<file path="config.mk">
export PLATFORM = sky130hd
export DESIGN_NAME = coldest_core_task_migrator
export DESIGN_NICKNAME = d
export VERILOG_FILES = /design/src/hdl/ccm_pkg.sv /design/src/hdl/ccm_front.sv /design/src/hdl/ccm_cmd_fifo.sv /design/src/hdl/ccm_back.sv /design/src/hdl/coldest_core_task_migrator.sv
export SDC_FILE = /design/constraint.sdc
export NUM_CORES = 2
export LEC_CHECK = 0
export BUFFER_PORTS_ARGS = -buffer_cell sky130_fd_sc_hd__buf_2
export CORE_MARGIN = 2
export CORE_UTILIZATION = 36
export CTS_BUF_LIST = sky130_fd_sc_hd__clkbuf_8
export DETAILED_ROUTE_END_ITERATION = 16
export PLACE_DENSITY = 0.48
export SLEW_MARGIN = 30
export SYNTH_ARGS = -nofsm -noshare
export SYNTH_HDL_FRONTEND = slang
export SYNTH_SLANG_ARGS = --single-unit
export TNS_END_PERCENT = 30
</file>
<file path="constraint.sdc">
create_clock -name clk_i -period 12.5 [get_ports clk_i]
set_input_delay 0 -clock clk_i [delete_from_list [all_inputs] [get_ports clk_i]]
set_output_delay 0 -clock clk_i [all_outputs]
set_load 0.02 [all_outputs]
</file>
<file path="src/hdl/ccm_pkg.sv">
// ccm_pkg: shared widths, codes and types for the coldest-core task migrator
// used by every module of the block but ccm_checker; depends on nothing
package ccm_pkg;

  localparam int DEF_MESH_ROWS = 8;
  localparam int DEF_MESH_COLS = 8;

  localparam int FUNC_W  = 2;
  localparam int POS_W   = 3;
  localparam int TEMP_W  = 12;
  localparam int TASK_W  = 6;
  localparam int HOP_W   = 4;
  localparam int TOTAL_W = 32;

  localparam int NUM_TASKS = 2 ** TASK_W;
  localparam int MAX_HOT   = 64;
  localparam int HOT_IDX_W = $clog2(MAX_HOT);
  localparam int HOT_CNT_W = HOT_IDX_W + 1;

  localparam int CMDQ_DEPTH = 2;

  localparam int APB_ADDR_W = 3;
  localparam int APB_DATA_W = 32;

  localparam logic [TEMP_W-1:0] THRESH_RESET = 12'd1280;

  // register index taken from the word address bit
  localparam logic REG_HOT_THRESHOLD = 1'b0;

  localparam logic [FUNC_W-1:0] FUNC_SAMPLE = 2'd0;
  localparam logic [FUNC_W-1:0] FUNC_PLACE  = 2'd1;
  localparam logic [FUNC_W-1:0] FUNC_CHECK  = 2'd2;

  typedef enum logic [1:0] {
    OP_SAMPLE = 2'd0,
    OP_PLACE  = 2'd1,
    OP_CHECK  = 2'd2
  } cmd_op_e;

  typedef struct packed {
    cmd_op_e           op;
    logic [POS_W-1:0]  row;
    logic [POS_W-1:0]  col;
    logic [TEMP_W-1:0] temp;
    logic [TASK_W-1:0] task_id;
  } cmd_t;

  typedef struct packed {
    logic [TASK_W-1:0]  task_moved_id;
    logic [POS_W-1:0]   from_row;
    logic [POS_W-1:0]   from_col;
    logic [POS_W-1:0]   to_row;
    logic [POS_W-1:0]   to_col;
    logic [HOP_W-1:0]   hop_distance;
    logic               moved;
    logic               none_hot;
    logic [TOTAL_W-1:0] total_hops;
    logic               last;
  } res_t;

endpackage

</file>
<file path="src/hdl/ccm_front.sv">
// ccm_front: input side of the migrator, decodes and filters items into commands
// depends on ccm_pkg
module ccm_front import ccm_pkg::*; #(
  parameter int MESH_ROWS = DEF_MESH_ROWS,
  parameter int MESH_COLS = DEF_MESH_COLS
) (
  input  logic              in_valid_i,
  output logic              in_stall_o,
  input  logic [FUNC_W-1:0] func_i,
  input  logic [POS_W-1:0]  core_row_i,
  input  logic [POS_W-1:0]  core_col_i,
  input  logic [TEMP_W-1:0] temperature_i,
  input  logic [TASK_W-1:0] task_id_i,
  input  logic              q_full_i,
  output logic              push_o,
  output cmd_t              cmd_o
);

  logic in_mesh;
  logic keep;

  assign in_mesh = ({29'd0, core_row_i} < 32'(MESH_ROWS)) &&
                   ({29'd0, core_col_i} < 32'(MESH_COLS));

  always_comb begin
    cmd_o.row     = core_row_i;
    cmd_o.col     = core_col_i;
    cmd_o.temp    = temperature_i;
    cmd_o.task_id = task_id_i;
    unique case (func_i)
      FUNC_SAMPLE: begin
        cmd_o.op = OP_SAMPLE;
        keep     = in_mesh;
      end
      FUNC_PLACE: begin
        cmd_o.op = OP_PLACE;
        keep     = in_mesh;
      end
      FUNC_CHECK: begin
        cmd_o.op = OP_CHECK;
        keep     = 1'b1;
      end
      default: begin
        // unknown codes are dropped here; off-mesh samples and placements fail in_mesh
        cmd_o.op = OP_SAMPLE;
        keep     = 1'b0;
      end
    endcase
  end

  assign in_stall_o = q_full_i;
  assign push_o     = in_valid_i && !q_full_i && keep;

endmodule

</file>
<file path="src/hdl/ccm_cmd_fifo.sv">
// ccm_cmd_fifo: short command queue between front and back of the migrator
// depends on ccm_pkg
module ccm_cmd_fifo import ccm_pkg::*; (
  input  logic clk_i,
  input  logic rst_ni,
  input  logic push_i,
  input  cmd_t cmd_i,
  input  logic pop_i,
  output logic full_o,
  output logic empty_o,
  output cmd_t cmd_o
);

  localparam int PTR_W = $clog2(CMDQ_DEPTH);
  localparam int CNT_W = PTR_W + 1;

  cmd_t             mem_q [CMDQ_DEPTH];
  logic [PTR_W-1:0] wr_ptr_q, rd_ptr_q;
  logic [CNT_W-1:0] cnt_q;
  logic             do_push, do_pop;

  assign full_o  = (cnt_q == CNT_W'(CMDQ_DEPTH));
  assign empty_o = (cnt_q == '0);
  assign cmd_o   = mem_q[rd_ptr_q];
  assign do_push = push_i && !full_o;
  assign do_pop  = pop_i && !empty_o;

  always_ff @(posedge clk_i or negedge rst_ni) begin
    if (!rst_ni) begin
      wr_ptr_q <= '0;
      rd_ptr_q <= '0;
      cnt_q    <= '0;
    end else begin
      if (do_push) wr_ptr_q <= wr_ptr_q + 1'b1;
      if (do_pop)  rd_ptr_q <= rd_ptr_q + 1'b1;
      if (do_push && !do_pop)      cnt_q <= cnt_q + 1'b1;
      else if (do_pop && !do_push) cnt_q <= cnt_q - 1'b1;
    end
  end

  always_ff @(posedge clk_i) begin
    if (do_push) mem_q[wr_ptr_q] <= cmd_i;
  end

endmodule

</file>
<file path="src/hdl/ccm_back.sv">
// ccm_back: executes commands against the core tables and runs thermal checks
// depends on ccm_pkg; holds the owner, temperature, placement and hot-list memories
module ccm_back import ccm_pkg::*; #(
  parameter int MESH_ROWS = DEF_MESH_ROWS,
  parameter int MESH_COLS = DEF_MESH_COLS
) (
  input  logic              clk_i,
  input  logic              rst_ni,
  input  logic              empty_i,
  input  cmd_t              cmd_i,
  output logic              pop_o,
  input  logic [TEMP_W-1:0] thr_i,
  input  logic              out_stall_i,
  output logic              out_vld_o,
  output res_t              res_o
);

  localparam int ROW_W  = $clog2(MESH_ROWS);
  localparam int COL_W  = $clog2(MESH_COLS);
  localparam int CORE_W = ROW_W + COL_W;
  localparam int NCORE  = 2 ** CORE_W;
  localparam int DIST_W = ((ROW_W > COL_W) ? ROW_W : COL_W) + 1;
  localparam int SUM_W  = TOTAL_W + 1;
  localparam logic [ROW_W-1:0] ROW_LAST = ROW_W'(MESH_ROWS - 1);
  localparam logic [COL_W-1:0] COL_LAST = COL_W'(MESH_COLS - 1);

  typedef enum logic [8:0] {
    ST_IDLE     = 9'b000000001,
    ST_PL_OWN   = 9'b000000010,
    ST_PL_WR    = 9'b000000100,
    ST_COLLECT  = 9'b000001000,
    ST_HOT_CHK  = 9'b000010000,
    ST_HOT_RD   = 9'b000100000,
    ST_OWN_RD   = 9'b001000000,
    ST_MIG_SCAN = 9'b010000000,
    ST_EMIT     = 9'b100000000
  } state_e;

  state_e state_q, state_d;

  // control
  logic [ROW_W-1:0]     scan_row_q, scan_row_d;
  logic [COL_W-1:0]     scan_col_q, scan_col_d;
  logic                 issue_done_q, issue_done_d;
  logic                 p_vld_q, p_vld_d;
  logic                 p_last_q, p_last_d;
  logic [HOT_CNT_W-1:0] hot_n_q, hot_n_d;
  logic [HOT_IDX_W-1:0] hot_i_q, hot_i_d;
  logic                 nh_q, nh_d;
  logic [TOTAL_W-1:0]   hop_total_q, hop_total_d;
  logic                 out_vld_q, out_vld_d;

  // data
  cmd_t                 cmd_q, cmd_d;
  logic [ROW_W-1:0]     p_row_q, p_row_d;
  logic [COL_W-1:0]     p_col_q, p_col_d;
  logic [CORE_W-1:0]    from_q, from_d;
  logic [CORE_W-1:0]    old_q, old_d;
  logic [CORE_W-1:0]    best_q, best_d;
  logic [TEMP_W-1:0]    best_temp_q, best_temp_d;
  logic                 found_q, found_d;
  res_t                 res_q, res_d;

  // memories and their valid bits
  logic [TEMP_W-1:0] temp_mem  [NCORE];
  logic [TASK_W-1:0] owner_mem [NCORE];
  logic [CORE_W-1:0] place_mem [NUM_TASKS];
  logic [CORE_W-1:0] hot_mem   [MAX_HOT];
  logic [NCORE-1:0]     temp_vld_q, owner_vld_q, owner_vld_d;
  logic [NUM_TASKS-1:0] place_vld_q;

  // memory access controls
  logic                 temp_we, temp_re;
  logic [CORE_W-1:0]    temp_wa;
  logic [TEMP_W-1:0]    temp_wd;
  logic                 ov_re, ov_clr, ov_set;
  logic [CORE_W-1:0]    ov_ra, ov_clr_a, ov_set_a;
  logic                 own_we, own_re;
  logic [CORE_W-1:0]    own_wa, own_ra;
  logic [TASK_W-1:0]    own_wd;
  logic                 pl_we, pl_re;
  logic [TASK_W-1:0]    pl_wa, pl_ra;
  logic [CORE_W-1:0]    pl_wd;
  logic                 hot_we, hot_re;
  logic [HOT_IDX_W-1:0] hot_wa, hot_ra;
  logic [CORE_W-1:0]    hot_wd;

  // registered read data
  logic [TEMP_W-1:0] temp_rd_q;
  logic              tv_rd_q, ov_rd_q, pv_rd_q;
  logic [TASK_W-1:0] owner_rd_q;
  logic [CORE_W-1:0] place_rd_q, hot_rd_q;

  // helpers
  logic [CORE_W-1:0] scan_addr, cmd_core, pl_old;
  logic              scan_last, p_fin, slot_free, last_hit;
  logic [TEMP_W-1:0] temp_eff;
  logic [ROW_W-1:0]  fr_row, bs_row, d_row;
  logic [COL_W-1:0]  fr_col, bs_col, d_col;
  logic [DIST_W-1:0] hop;
  logic [SUM_W-1:0]  hop_sum;
  logic [TOTAL_W-1:0] hop_sat;

  assign scan_addr = {scan_row_q, scan_col_q};
  assign scan_last = (scan_row_q == ROW_LAST) && (scan_col_q == COL_LAST);
  assign p_fin     = p_vld_q && p_last_q;
  assign temp_eff  = tv_rd_q ? temp_rd_q : '0;
  assign cmd_core  = {ROW_W'(cmd_q.row), COL_W'(cmd_q.col)};
  assign pl_old    = pv_rd_q ? place_rd_q : '0;
  assign slot_free = !out_vld_q || !out_stall_i;
  assign last_hit  = (HOT_CNT_W'(hot_i_q) + HOT_CNT_W'(1)) == hot_n_q;

  assign fr_row  = from_q[CORE_W-1:COL_W];
  assign fr_col  = from_q[COL_W-1:0];
  assign bs_row  = best_q[CORE_W-1:COL_W];
  assign bs_col  = best_q[COL_W-1:0];
  assign d_row   = (fr_row > bs_row) ? fr_row - bs_row : bs_row - fr_row;
  assign d_col   = (fr_col > bs_col) ? fr_col - bs_col : bs_col - fr_col;
  assign hop     = DIST_W'(d_row) + DIST_W'(d_col);
  assign hop_sum = {1'b0, hop_total_q} + SUM_W'(hop);
  assign hop_sat = hop_sum[TOTAL_W] ? '1 : hop_sum[TOTAL_W-1:0];

  always_comb begin
    state_d      = state_q;
    scan_row_d   = scan_row_q;
    scan_col_d   = scan_col_q;
    issue_done_d = issue_done_q;
    p_vld_d      = 1'b0;
    p_last_d     = 1'b0;
    p_row_d      = scan_row_q;
    p_col_d      = scan_col_q;
    hot_n_d      = hot_n_q;
    hot_i_d      = hot_i_q;
    nh_d         = nh_q;
    hop_total_d  = hop_total_q;
    out_vld_d    = out_vld_q && out_stall_i;
    cmd_d        = cmd_q;
    from_d       = from_q;
    old_d        = old_q;
    best_d       = best_q;
    best_temp_d  = best_temp_q;
    found_d      = found_q;
    res_d        = res_q;
    pop_o        = 1'b0;

    temp_we  = 1'b0;
    temp_wa  = {ROW_W'(cmd_i.row), COL_W'(cmd_i.col)};
    temp_wd  = cmd_i.temp;
    temp_re  = 1'b0;
    ov_re    = 1'b0;
    ov_ra    = scan_addr;
    ov_clr   = 1'b0;
    ov_clr_a = old_q;
    ov_set   = 1'b0;
    ov_set_a = cmd_core;
    own_we   = 1'b0;
    own_wa   = cmd_core;
    own_wd   = cmd_q.task_id;
    own_re   = 1'b0;
    own_ra   = pl_old;
    pl_we    = 1'b0;
    pl_wa    = cmd_q.task_id;
    pl_wd    = cmd_core;
    pl_re    = 1'b0;
    pl_ra    = cmd_i.task_id;
    hot_we   = 1'b0;
    hot_wa   = hot_n_q[HOT_IDX_W-1:0];
    hot_wd   = {p_row_q, p_col_q};
    hot_re   = 1'b0;
    hot_ra   = hot_i_q;

    // shared row-major scan issue for collect and coldest search
    if (((state_q == ST_COLLECT) || (state_q == ST_MIG_SCAN)) && !issue_done_q) begin
      temp_re  = 1'b1;
      ov_re    = 1'b1;
      p_vld_d  = 1'b1;
      p_last_d = scan_last;
      if (scan_last) issue_done_d = 1'b1;
      if (scan_col_q == COL_LAST) begin
        scan_col_d = '0;
        scan_row_d = scan_row_q + 1'b1;
      end else begin
        scan_col_d = scan_col_q + 1'b1;
      end
    end

    unique case (state_q)
      ST_IDLE: begin
        if (!empty_i) begin
          pop_o = 1'b1;
          cmd_d = cmd_i;
          unique case (cmd_i.op)
            OP_SAMPLE: begin
              temp_we = 1'b1;
            end
            OP_PLACE: begin
              pl_re   = 1'b1;
              state_d = ST_PL_OWN;
            end
            OP_CHECK: begin
              scan_row_d   = '0;
              scan_col_d   = '0;
              issue_done_d = 1'b0;
              hot_n_d      = '0;
              state_d      = ST_COLLECT;
            end
            default: ;
          endcase
        end
      end
      ST_PL_OWN: begin
        own_re  = 1'b1;
        ov_re   = 1'b1;
        ov_ra   = pl_old;
        old_d   = pl_old;
        state_d = ST_PL_WR;
      end
      ST_PL_WR: begin
        // free the task's previous core only if it still holds it
        if ((old_q != cmd_core) && ov_rd_q && (owner_rd_q == cmd_q.task_id)) begin
          ov_clr = 1'b1;
        end
        ov_set  = 1'b1;
        own_we  = 1'b1;
        pl_we   = 1'b1;
        state_d = ST_IDLE;
      end
      ST_COLLECT: begin
        if (p_vld_q && ov_rd_q && (temp_eff > thr_i) &&
            (hot_n_q != HOT_CNT_W'(MAX_HOT))) begin
          hot_we  = 1'b1;
          hot_n_d = hot_n_q + 1'b1;
        end
        if (p_fin) state_d = ST_HOT_CHK;
      end
      ST_HOT_CHK: begin
        hot_i_d = '0;
        if (hot_n_q == '0) begin
          nh_d    = 1'b1;
          state_d = ST_EMIT;
        end else begin
          nh_d    = 1'b0;
          state_d = ST_HOT_RD;
        end
      end
      ST_HOT_RD: begin
        hot_re  = 1'b1;
        state_d = ST_OWN_RD;
      end
      ST_OWN_RD: begin
        own_re       = 1'b1;
        own_ra       = hot_rd_q;
        from_d       = hot_rd_q;
        ov_clr       = 1'b1;
        ov_clr_a     = hot_rd_q;
        scan_row_d   = '0;
        scan_col_d   = '0;
        issue_done_d = 1'b0;
        best_temp_d  = thr_i;
        best_d       = '0;
        found_d      = 1'b0;
        state_d      = ST_MIG_SCAN;
      end
      ST_MIG_SCAN: begin
        // strict less-than keeps the first core on a tie
        if (p_vld_q && !ov_rd_q && (temp_eff < best_temp_q)) begin
          best_temp_d = temp_eff;
          best_d      = {p_row_q, p_col_q};
          found_d     = 1'b1;
        end
        if (p_fin) state_d = ST_EMIT;
      end
      ST_EMIT: begin
        if (slot_free) begin
          out_vld_d = 1'b1;
          if (nh_q) begin
            res_d            = '0;
            res_d.none_hot   = 1'b1;
            res_d.last       = 1'b1;
            res_d.total_hops = hop_total_q;
            state_d          = ST_IDLE;
          end else begin
            res_d.task_moved_id = owner_rd_q;
            res_d.from_row      = POS_W'(fr_row);
            res_d.from_col      = POS_W'(fr_col);
            res_d.none_hot      = 1'b0;
            res_d.last          = last_hit;
            if (found_q) begin
              res_d.to_row       = POS_W'(bs_row);
              res_d.to_col       = POS_W'(bs_col);
              res_d.hop_distance = HOP_W'(hop);
              res_d.moved        = 1'b1;
              res_d.total_hops   = hop_sat;
              hop_total_d        = hop_sat;
              ov_set             = 1'b1;
              ov_set_a           = best_q;
              own_we             = 1'b1;
              own_wa             = best_q;
              own_wd             = owner_rd_q;
              pl_we              = 1'b1;
              pl_wa              = owner_rd_q;
              pl_wd              = best_q;
            end else begin
              // no cold free core: the task goes back to its own core
              res_d.to_row       = POS_W'(fr_row);
              res_d.to_col       = POS_W'(fr_col);
              res_d.hop_distance = '0;
              res_d.moved        = 1'b0;
              res_d.total_hops   = hop_total_q;
              ov_set             = 1'b1;
              ov_set_a           = from_q;
            end
            if (last_hit) begin
              state_d = ST_IDLE;
            end else begin
              hot_i_d = hot_i_q + 1'b1;
              state_d = ST_HOT_RD;
            end
          end
        end
      end
      default: state_d = ST_IDLE;
    endcase
  end

  always_ff @(posedge clk_i or negedge rst_ni) begin
    if (!rst_ni) begin
      state_q      <= ST_IDLE;
      scan_row_q   <= '0;
      scan_col_q   <= '0;
      issue_done_q <= 1'b1;
      p_vld_q      <= 1'b0;
      p_last_q     <= 1'b0;
      hot_n_q      <= '0;
      hot_i_q      <= '0;
      nh_q         <= 1'b0;
      hop_total_q  <= '0;
      out_vld_q    <= 1'b0;
    end else begin
      state_q      <= state_d;
      scan_row_q   <= scan_row_d;
      scan_col_q   <= scan_col_d;
      issue_done_q <= issue_done_d;
      p_vld_q      <= p_vld_d;
      p_last_q     <= p_last_d;
      hot_n_q      <= hot_n_d;
      hot_i_q      <= hot_i_d;
      nh_q         <= nh_d;
      hop_total_q  <= hop_total_d;
      out_vld_q    <= out_vld_d;
    end
  end

  always_ff @(posedge clk_i) begin
    cmd_q       <= cmd_d;
    p_row_q     <= p_row_d;
    p_col_q     <= p_col_d;
    from_q      <= from_d;
    old_q       <= old_d;
    best_q      <= best_d;
    best_temp_q <= best_temp_d;
    found_q     <= found_d;
    res_q       <= res_d;
  end

  // a placement may free one core and take another in the same cycle
  always_comb begin
    owner_vld_d = owner_vld_q;
    if (ov_clr) owner_vld_d[ov_clr_a] = 1'b0;
    if (ov_set) owner_vld_d[ov_set_a] = 1'b1;
  end

  // valid bits stand for the reset values of the tables
  always_ff @(posedge clk_i or negedge rst_ni) begin
    if (!rst_ni) begin
      temp_vld_q  <= '0;
      owner_vld_q <= '0;
      place_vld_q <= '0;
    end else begin
      if (temp_we) temp_vld_q[temp_wa]  <= 1'b1;
      if (pl_we)   place_vld_q[pl_wa]   <= 1'b1;
      owner_vld_q <= owner_vld_d;
    end
  end

  always_ff @(posedge clk_i) begin
    if (temp_we) temp_mem[temp_wa] <= temp_wd;
    if (temp_re) begin
      temp_rd_q <= temp_mem[scan_addr];
      tv_rd_q   <= temp_vld_q[scan_addr];
    end
  end

  always_ff @(posedge clk_i) begin
    if (ov_re) ov_rd_q <= owner_vld_q[ov_ra];
  end

  always_ff @(posedge clk_i) begin
    if (own_we) owner_mem[own_wa] <= own_wd;
    if (own_re) owner_rd_q <= owner_mem[own_ra];
  end

  always_ff @(posedge clk_i) begin
    if (pl_we) place_mem[pl_wa] <= pl_wd;
    if (pl_re) begin
      place_rd_q <= place_mem[pl_ra];
      pv_rd_q    <= place_vld_q[pl_ra];
    end
  end

  always_ff @(posedge clk_i) begin
    if (hot_we) hot_mem[hot_wa] <= hot_wd;
    if (hot_re) hot_rd_q <= hot_mem[hot_ra];
  end

  assign out_vld_o = out_vld_q;
  assign res_o     = res_q;

endmodule

</file>
<file path="src/hdl/coldest_core_task_migrator.sv">
// coldest_core_task_migrator: top level with the threshold register and APB port
// depends on ccm_pkg, ccm_front, ccm_cmd_fifo and ccm_back
//
// Input items (func, core_row, core_col, temperature, task_id) are taken on
// in_valid_i while in_stall_o is low. Samples and placements on cores inside
// the mesh update the tables; func 3 and off-mesh samples and placements are dropped. A thermal
// check returns one result item per hot task, or one none_hot item, on
// out_valid_o; the receiver holds it with out_stall_i and the item stays put.
// A two-entry command queue lets items keep arriving while results wait.
// Back end steps, with the N = MESH_ROWS * MESH_COLS cores scanned one a cycle:
//   a sample writes the temperature table, a placement does two dependent table
//   reads then the write, and a check runs the hot-core collect scan, then gives
//   a none_hot item or runs a coldest-core search scan for each hot task; the
//   receiver can stall each result item.
// Reset empties all cores, zeroes temperatures, placements and the hop total,
// and loads hot_threshold with 1280; no clearing pass is needed.
// The APB port (pready always high) reads and writes hot_threshold at 0.
module coldest_core_task_migrator import ccm_pkg::*; #(
  parameter int MESH_ROWS = DEF_MESH_ROWS,
  parameter int MESH_COLS = DEF_MESH_COLS
) (
  input  logic                  clk_i,
  input  logic                  rst_ni,
  input  logic                  psel,
  input  logic                  penable,
  input  logic                  pwrite,
  input  logic [APB_ADDR_W-1:0] paddr,
  input  logic [APB_DATA_W-1:0] pwdata,
  output logic [APB_DATA_W-1:0] prdata,
  output logic                  pready,
  input  logic                  in_valid_i,
  output logic                  in_stall_o,
  input  logic [FUNC_W-1:0]     func_i,
  input  logic [POS_W-1:0]      core_row_i,
  input  logic [POS_W-1:0]      core_col_i,
  input  logic [TEMP_W-1:0]     temperature_i,
  input  logic [TASK_W-1:0]     task_id_i,
  output logic                  out_valid_o,
  input  logic                  out_stall_i,
  output logic [TASK_W-1:0]     task_moved_id_o,
  output logic [POS_W-1:0]      from_row_o,
  output logic [POS_W-1:0]      from_col_o,
  output logic [POS_W-1:0]      to_row_o,
  output logic [POS_W-1:0]      to_col_o,
  output logic [HOP_W-1:0]      hop_distance_o,
  output logic                  moved_o,
  output logic                  none_hot_o,
  output logic [TOTAL_W-1:0]    total_hops_o,
  output logic                  last_o
);

  logic [TEMP_W-1:0] thr_q;
  logic              cfg_wr;
  logic              q_full, q_empty, q_push, q_pop;
  cmd_t              push_cmd, head_cmd;
  res_t              res;

  assign pready = 1'b1;
  assign cfg_wr = psel && penable && pwrite && pready &&
                  (paddr[APB_ADDR_W-1] == REG_HOT_THRESHOLD);
  assign prdata = (paddr[APB_ADDR_W-1] == REG_HOT_THRESHOLD) ?
                  APB_DATA_W'(thr_q) : '0;

  always_ff @(posedge clk_i or negedge rst_ni) begin
    if (!rst_ni) begin
      thr_q <= THRESH_RESET;
    end else if (cfg_wr) begin
      thr_q <= pwdata[TEMP_W-1:0];
    end
  end

  ccm_front #(
    .MESH_ROWS (MESH_ROWS),
    .MESH_COLS (MESH_COLS)
  ) u_front (
    .in_valid_i    (in_valid_i),
    .in_stall_o    (in_stall_o),
    .func_i        (func_i),
    .core_row_i    (core_row_i),
    .core_col_i    (core_col_i),
    .temperature_i (temperature_i),
    .task_id_i     (task_id_i),
    .q_full_i      (q_full),
    .push_o        (q_push),
    .cmd_o         (push_cmd)
  );

  ccm_cmd_fifo u_cmd_fifo (
    .clk_i   (clk_i),
    .rst_ni  (rst_ni),
    .push_i  (q_push),
    .cmd_i   (push_cmd),
    .pop_i   (q_pop),
    .full_o  (q_full),
    .empty_o (q_empty),
    .cmd_o   (head_cmd)
  );

  ccm_back #(
    .MESH_ROWS (MESH_ROWS),
    .MESH_COLS (MESH_COLS)
  ) u_back (
    .clk_i       (clk_i),
    .rst_ni      (rst_ni),
    .empty_i     (q_empty),
    .cmd_i       (head_cmd),
    .pop_o       (q_pop),
    .thr_i       (thr_q),
    .out_stall_i (out_stall_i),
    .out_vld_o   (out_valid_o),
    .res_o       (res)
  );

  assign task_moved_id_o = res.task_moved_id;
  assign from_row_o      = res.from_row;
  assign from_col_o      = res.from_col;
  assign to_row_o        = res.to_row;
  assign to_col_o        = res.to_col;
  assign hop_distance_o  = res.hop_distance;
  assign moved_o         = res.moved;
  assign none_hot_o      = res.none_hot;
  assign total_hops_o    = res.total_hops;
  assign last_o          = res.last;

endmodule

</file>
==> results.cfg <==
[detailed_routing]
avgRoutedWirePerCell_um = 24.7
post-route-drc-count = 0
route.final.wire_length_um = 259000
drt_pre_antenna_iters = 6
drt_first_iter_violations = 4313
routed_via_density = 5.22
postRouteAntennaNets = 0
routed-via-count = 54700

[synth]
mapped_cells = 6084
yosys.area.top_type_share = 0.655
synth.lib_cells_used.distinct = 86
ffs_latches_synth = 2384
fraction_of_synthesis_flops_using_an_asynchronous_set_or_reset_pin = 0.115
post-synth-top-count-cell = sky130_fd_sc_hd__edfxtp_1
synthesis.yosys.warnings = 0
leading_post_synthesis_cells_by_cell_area = sky130_fd_sc_hd__edfxtp_1 66%, sky130_fd_sc_hd__mux4_2 9.3%, sky130_fd_sc_hd__dfrtp_1 7.0%
synthesis.area_per_instance_um2 = 15.9
mappedNetlistArea_um2 = 96400
synth_area_leader_cell = sky130_fd_sc_hd__edfxtp_1
synth_commonest_cells = 2105 x sky130_fd_sc_hd__edfxtp_1, 910 x sky130_fd_sc_hd__nand2_1, 415 x sky130_fd_sc_hd__nor2_1, 399 x sky130_fd_sc_hd__mux4_2, 331 x sky130_fd_sc_hd__nand3_1
post_synth_edffs = 2105
postSynth.topFlopCell = sky130_fd_sc_hd__edfxtp_1
sequential_cell_area_fraction_in_the_yosys_report = 0.728

[setup_path]
timing.critical_path.arrival_ps = 5960
startpoint_class_of_the_critical_path = flop
worst_setup_path_end_kind = flop
timing.reg2reg.setup_slack_ps = 7170
crit_fanout = 65
timing.critical_path.from = u_back.state_q[5]$_DFFE_PN0P_
worstPathRequired_ps = 13130
critical_path_class = reg2reg
regToRegStartpoint = u_back.state_q[5]$_DFFE_PN0P_

[flow_run]
max_capacitance_violation_count = 0

[global_routing]
via_count_of_the_first_global_routing_pass = 55300
grt_max_degree = 120
grt_antenna_before_repair = 7
track_usage = 0.187
grt_pass1_wl_um = 379000
globalRoute.totalOverflow = 0

[die]
placeableCoreArea_um2 = 267000
die_w_um = 522
initial_utilization = 0.361
area_of_the_die_um2 = 272000
ioPinCount = 160
fp-row-count = 190
die_h_um = 522

[power_and_ir_drop]
power.density_nw_per_um2 = 191
p_leak_nw = 37.3
largest_voltage_drop_on_the_vdd_net_v = 0.000177

[outcome]
outcome = finished, final reports clean

[layout]
layout.area.seq_um2 = 70200
syn2layout_area_growth_pct = 14.3
nets = 6680
filler_cell_count = 24500
layout-drive-gt1-share = 0.209
multi_input_area_um2 = 24700
final_cell_count_no_fill = 10500

[cts]
cts_num_sinks = 2384
cts-resized-gates = 0
worstSkewPairLatency_ps = 1060
clk_transition_reported_paths_ps = 60
clockBufferDepth = 4
cts-buffers-inserted = 407
htree_levels = 5
clk_root_buffer_cell = sky130_fd_sc_hd__clkbuf_8
tritoncts = yes

[sta]
setup_slack_ps = 7170
total_negative_slack_for_setup_checks_ps = 0
fin_worst_skew_ps = 84.2
maxClockFrequency_ghz = 0.188
unrepaired_setup_endpoints_after_global_routing = no
finalSetupViolations = 0
finalHoldViolCount = 0
timing.final.max_slew_violations = 0
slew_headroom = 0.358
period_minus_slack_ps = 5330
worstMarginPinSlew_ps = 963
fin_crit_sh = 0.426

[place]
dp_slack_ps = 6870
port_buffers = 116
gp_routability_congestion = 0.829
place_hpwl_um = 157000
dpl.cell_count = 9603

[min_path]
worstHoldStart = func_i[1]
worst_hold_path_type = in2reg
## critical path, stage by stage (launching register included)
cell,delay [ps]
sky130_fd_sc_hd__dfrtp_1,430
sky130_fd_sc_hd__nor3_4,540
sky130_fd_sc_hd__nand4_1,610
sky130_fd_sc_hd__nor3b_2,310
sky130_fd_sc_hd__buf_4,320
sky130_fd_sc_hd__mux2i_1,340
sky130_fd_sc_hd__inv_2,40
sky130_fd_sc_hd__buf_4,320
sky130_fd_sc_hd__nor2_1,420
sky130_fd_sc_hd__nand3_1,750
sky130_fd_sc_hd__nor2_1,780
## state kept, by name, indices dropped and copies added (netlist names), 7 cells and up
signal,flops
thr_q,12
u_cmd_fifo.mem_q,52
u_back.place_mem,384
u_back.temp_mem,768
u_back.temp_rd_q,12
u_back.owner_mem,384
u_back.hop_total_q,32
u_back.hot_mem,384
u_back.state_q,9
u_back.temp_vld_q,64
u_back.hot_n_q,7
u_back.res_o,57
u_back.best_temp_q,12
u_back.owner_vld_q,64
u_back.place_vld_q,64
## routing by layer
metal	global-route usage	routed length, µm	vias to the layer above
li1	-	-	24400
met2	0.303	125000	1514
met3	0.0244	11800	434
met5	0	28	-
met4	0.0615	7630	4
met1	0.261	114000	28300
## where the power goes
| part | internal, W | leakage (nW) | switching (W) |
|---|---|---|---|
| Combinational | 0.00136 | 10.7 | 0.00324 |
| Clock | 0.00334 | 4.39 | 0.00325 |
| Sequential | 0.00966 | 22.3 | 0.000220 |
## timing repair
action	in CTS	in global routing
hold endpoints to repair	330	0
buffers inserted	0	0
hold buffers	97	0
## path summary, 6_finish.rpt
check	end	cells past startpoint
min in group asynchronous	u_back.hop_total_q[15]$_DFFE_PN0P_	5
hold / removal	u_cmd_fifo.wr_ptr_q$_DFFE_PN0P_	5
setup reg to reg	u_back.owner_mem[56][0]$_DFFE_PP_	10
hold reg to reg	u_back.temp_vld_q[7]$_DFFE_PN0P_	1
max in group asynchronous	u_back.hop_total_q[29]$_DFFE_PN0P_	9
setup / recovery	u_back.owner_mem[56][0]$_DFFE_PP_	10
## layout by cell type (no fill, tap or decap), types with 49 or more instances in the layout
cell type / n
sky130_fd_sc_hd__a21oi_1: 71
sky130_fd_sc_hd__a311oi_1: 71
sky130_fd_sc_hd__a31oi_1: 128
sky130_fd_sc_hd__buf_2: 115
sky130_fd_sc_hd__buf_4: 147
sky130_fd_sc_hd__clkbuf_8: 426
sky130_fd_sc_hd__clkinv_1: 120
sky130_fd_sc_hd__clkinv_2: 50
sky130_fd_sc_hd__dfrtp_1: 258
sky130_fd_sc_hd__dlygate4sd3_1: 96
sky130_fd_sc_hd__edfxtp_1: 2105
sky130_fd_sc_hd__inv_1: 225
sky130_fd_sc_hd__mux2i_1: 49
sky130_fd_sc_hd__mux4_2: 399
sky130_fd_sc_hd__nand2_1: 909
sky130_fd_sc_hd__nand3_1: 331
sky130_fd_sc_hd__nor2_1: 412
sky130_fd_sc_hd__o21ai_0: 203
sky130_fd_sc_hd__or2_2: 134
## cell type report
type / count / share of cell area
tap: 3552 / 0.0403
antenna: 3 / 0.0000681
clock buffer: 426 / 0.0532
sequential: 2384 / 0.637
inverter: 109 / 0.00385
clock inverter: 333 / 0.0156
timing repair buffer: 369 / 0.0261
multi-input combinational: 3289 / 0.224
## cells by family (layout without fill, tap and decap cells)
kind of cell	Yosys count	in the layout	synth area share
XOR/XNOR	38	38	0.00359
flip-flops	2384	2384	0.728
AND/OR/NAND/NOR	2022	2022	0.0935
AO/OA/AOI/OAI	654	654	0.0448
adder cells (fa/ha/maj)	52	52	0.00721
other	2	24	0.0000779
buffers and inverters	430	1237	0.0187
multiplexers	502	502	0.105
## stage by stage
step	cell area, µm²	total power (W)	hold slack [ps]	utilization
after CTS	110000	0.0214	57.7	0.412
final	110000	0.0211	137	0.413
after global placement	102000	0.0146	-18.9	0.380
after floorplan	96500	0.0127	-296	-
after detailed placement	102000	0.0147	-16.6	0.380
after global routing	110000	0.0220	126	0.413
(Power assumes the default switching activity.)
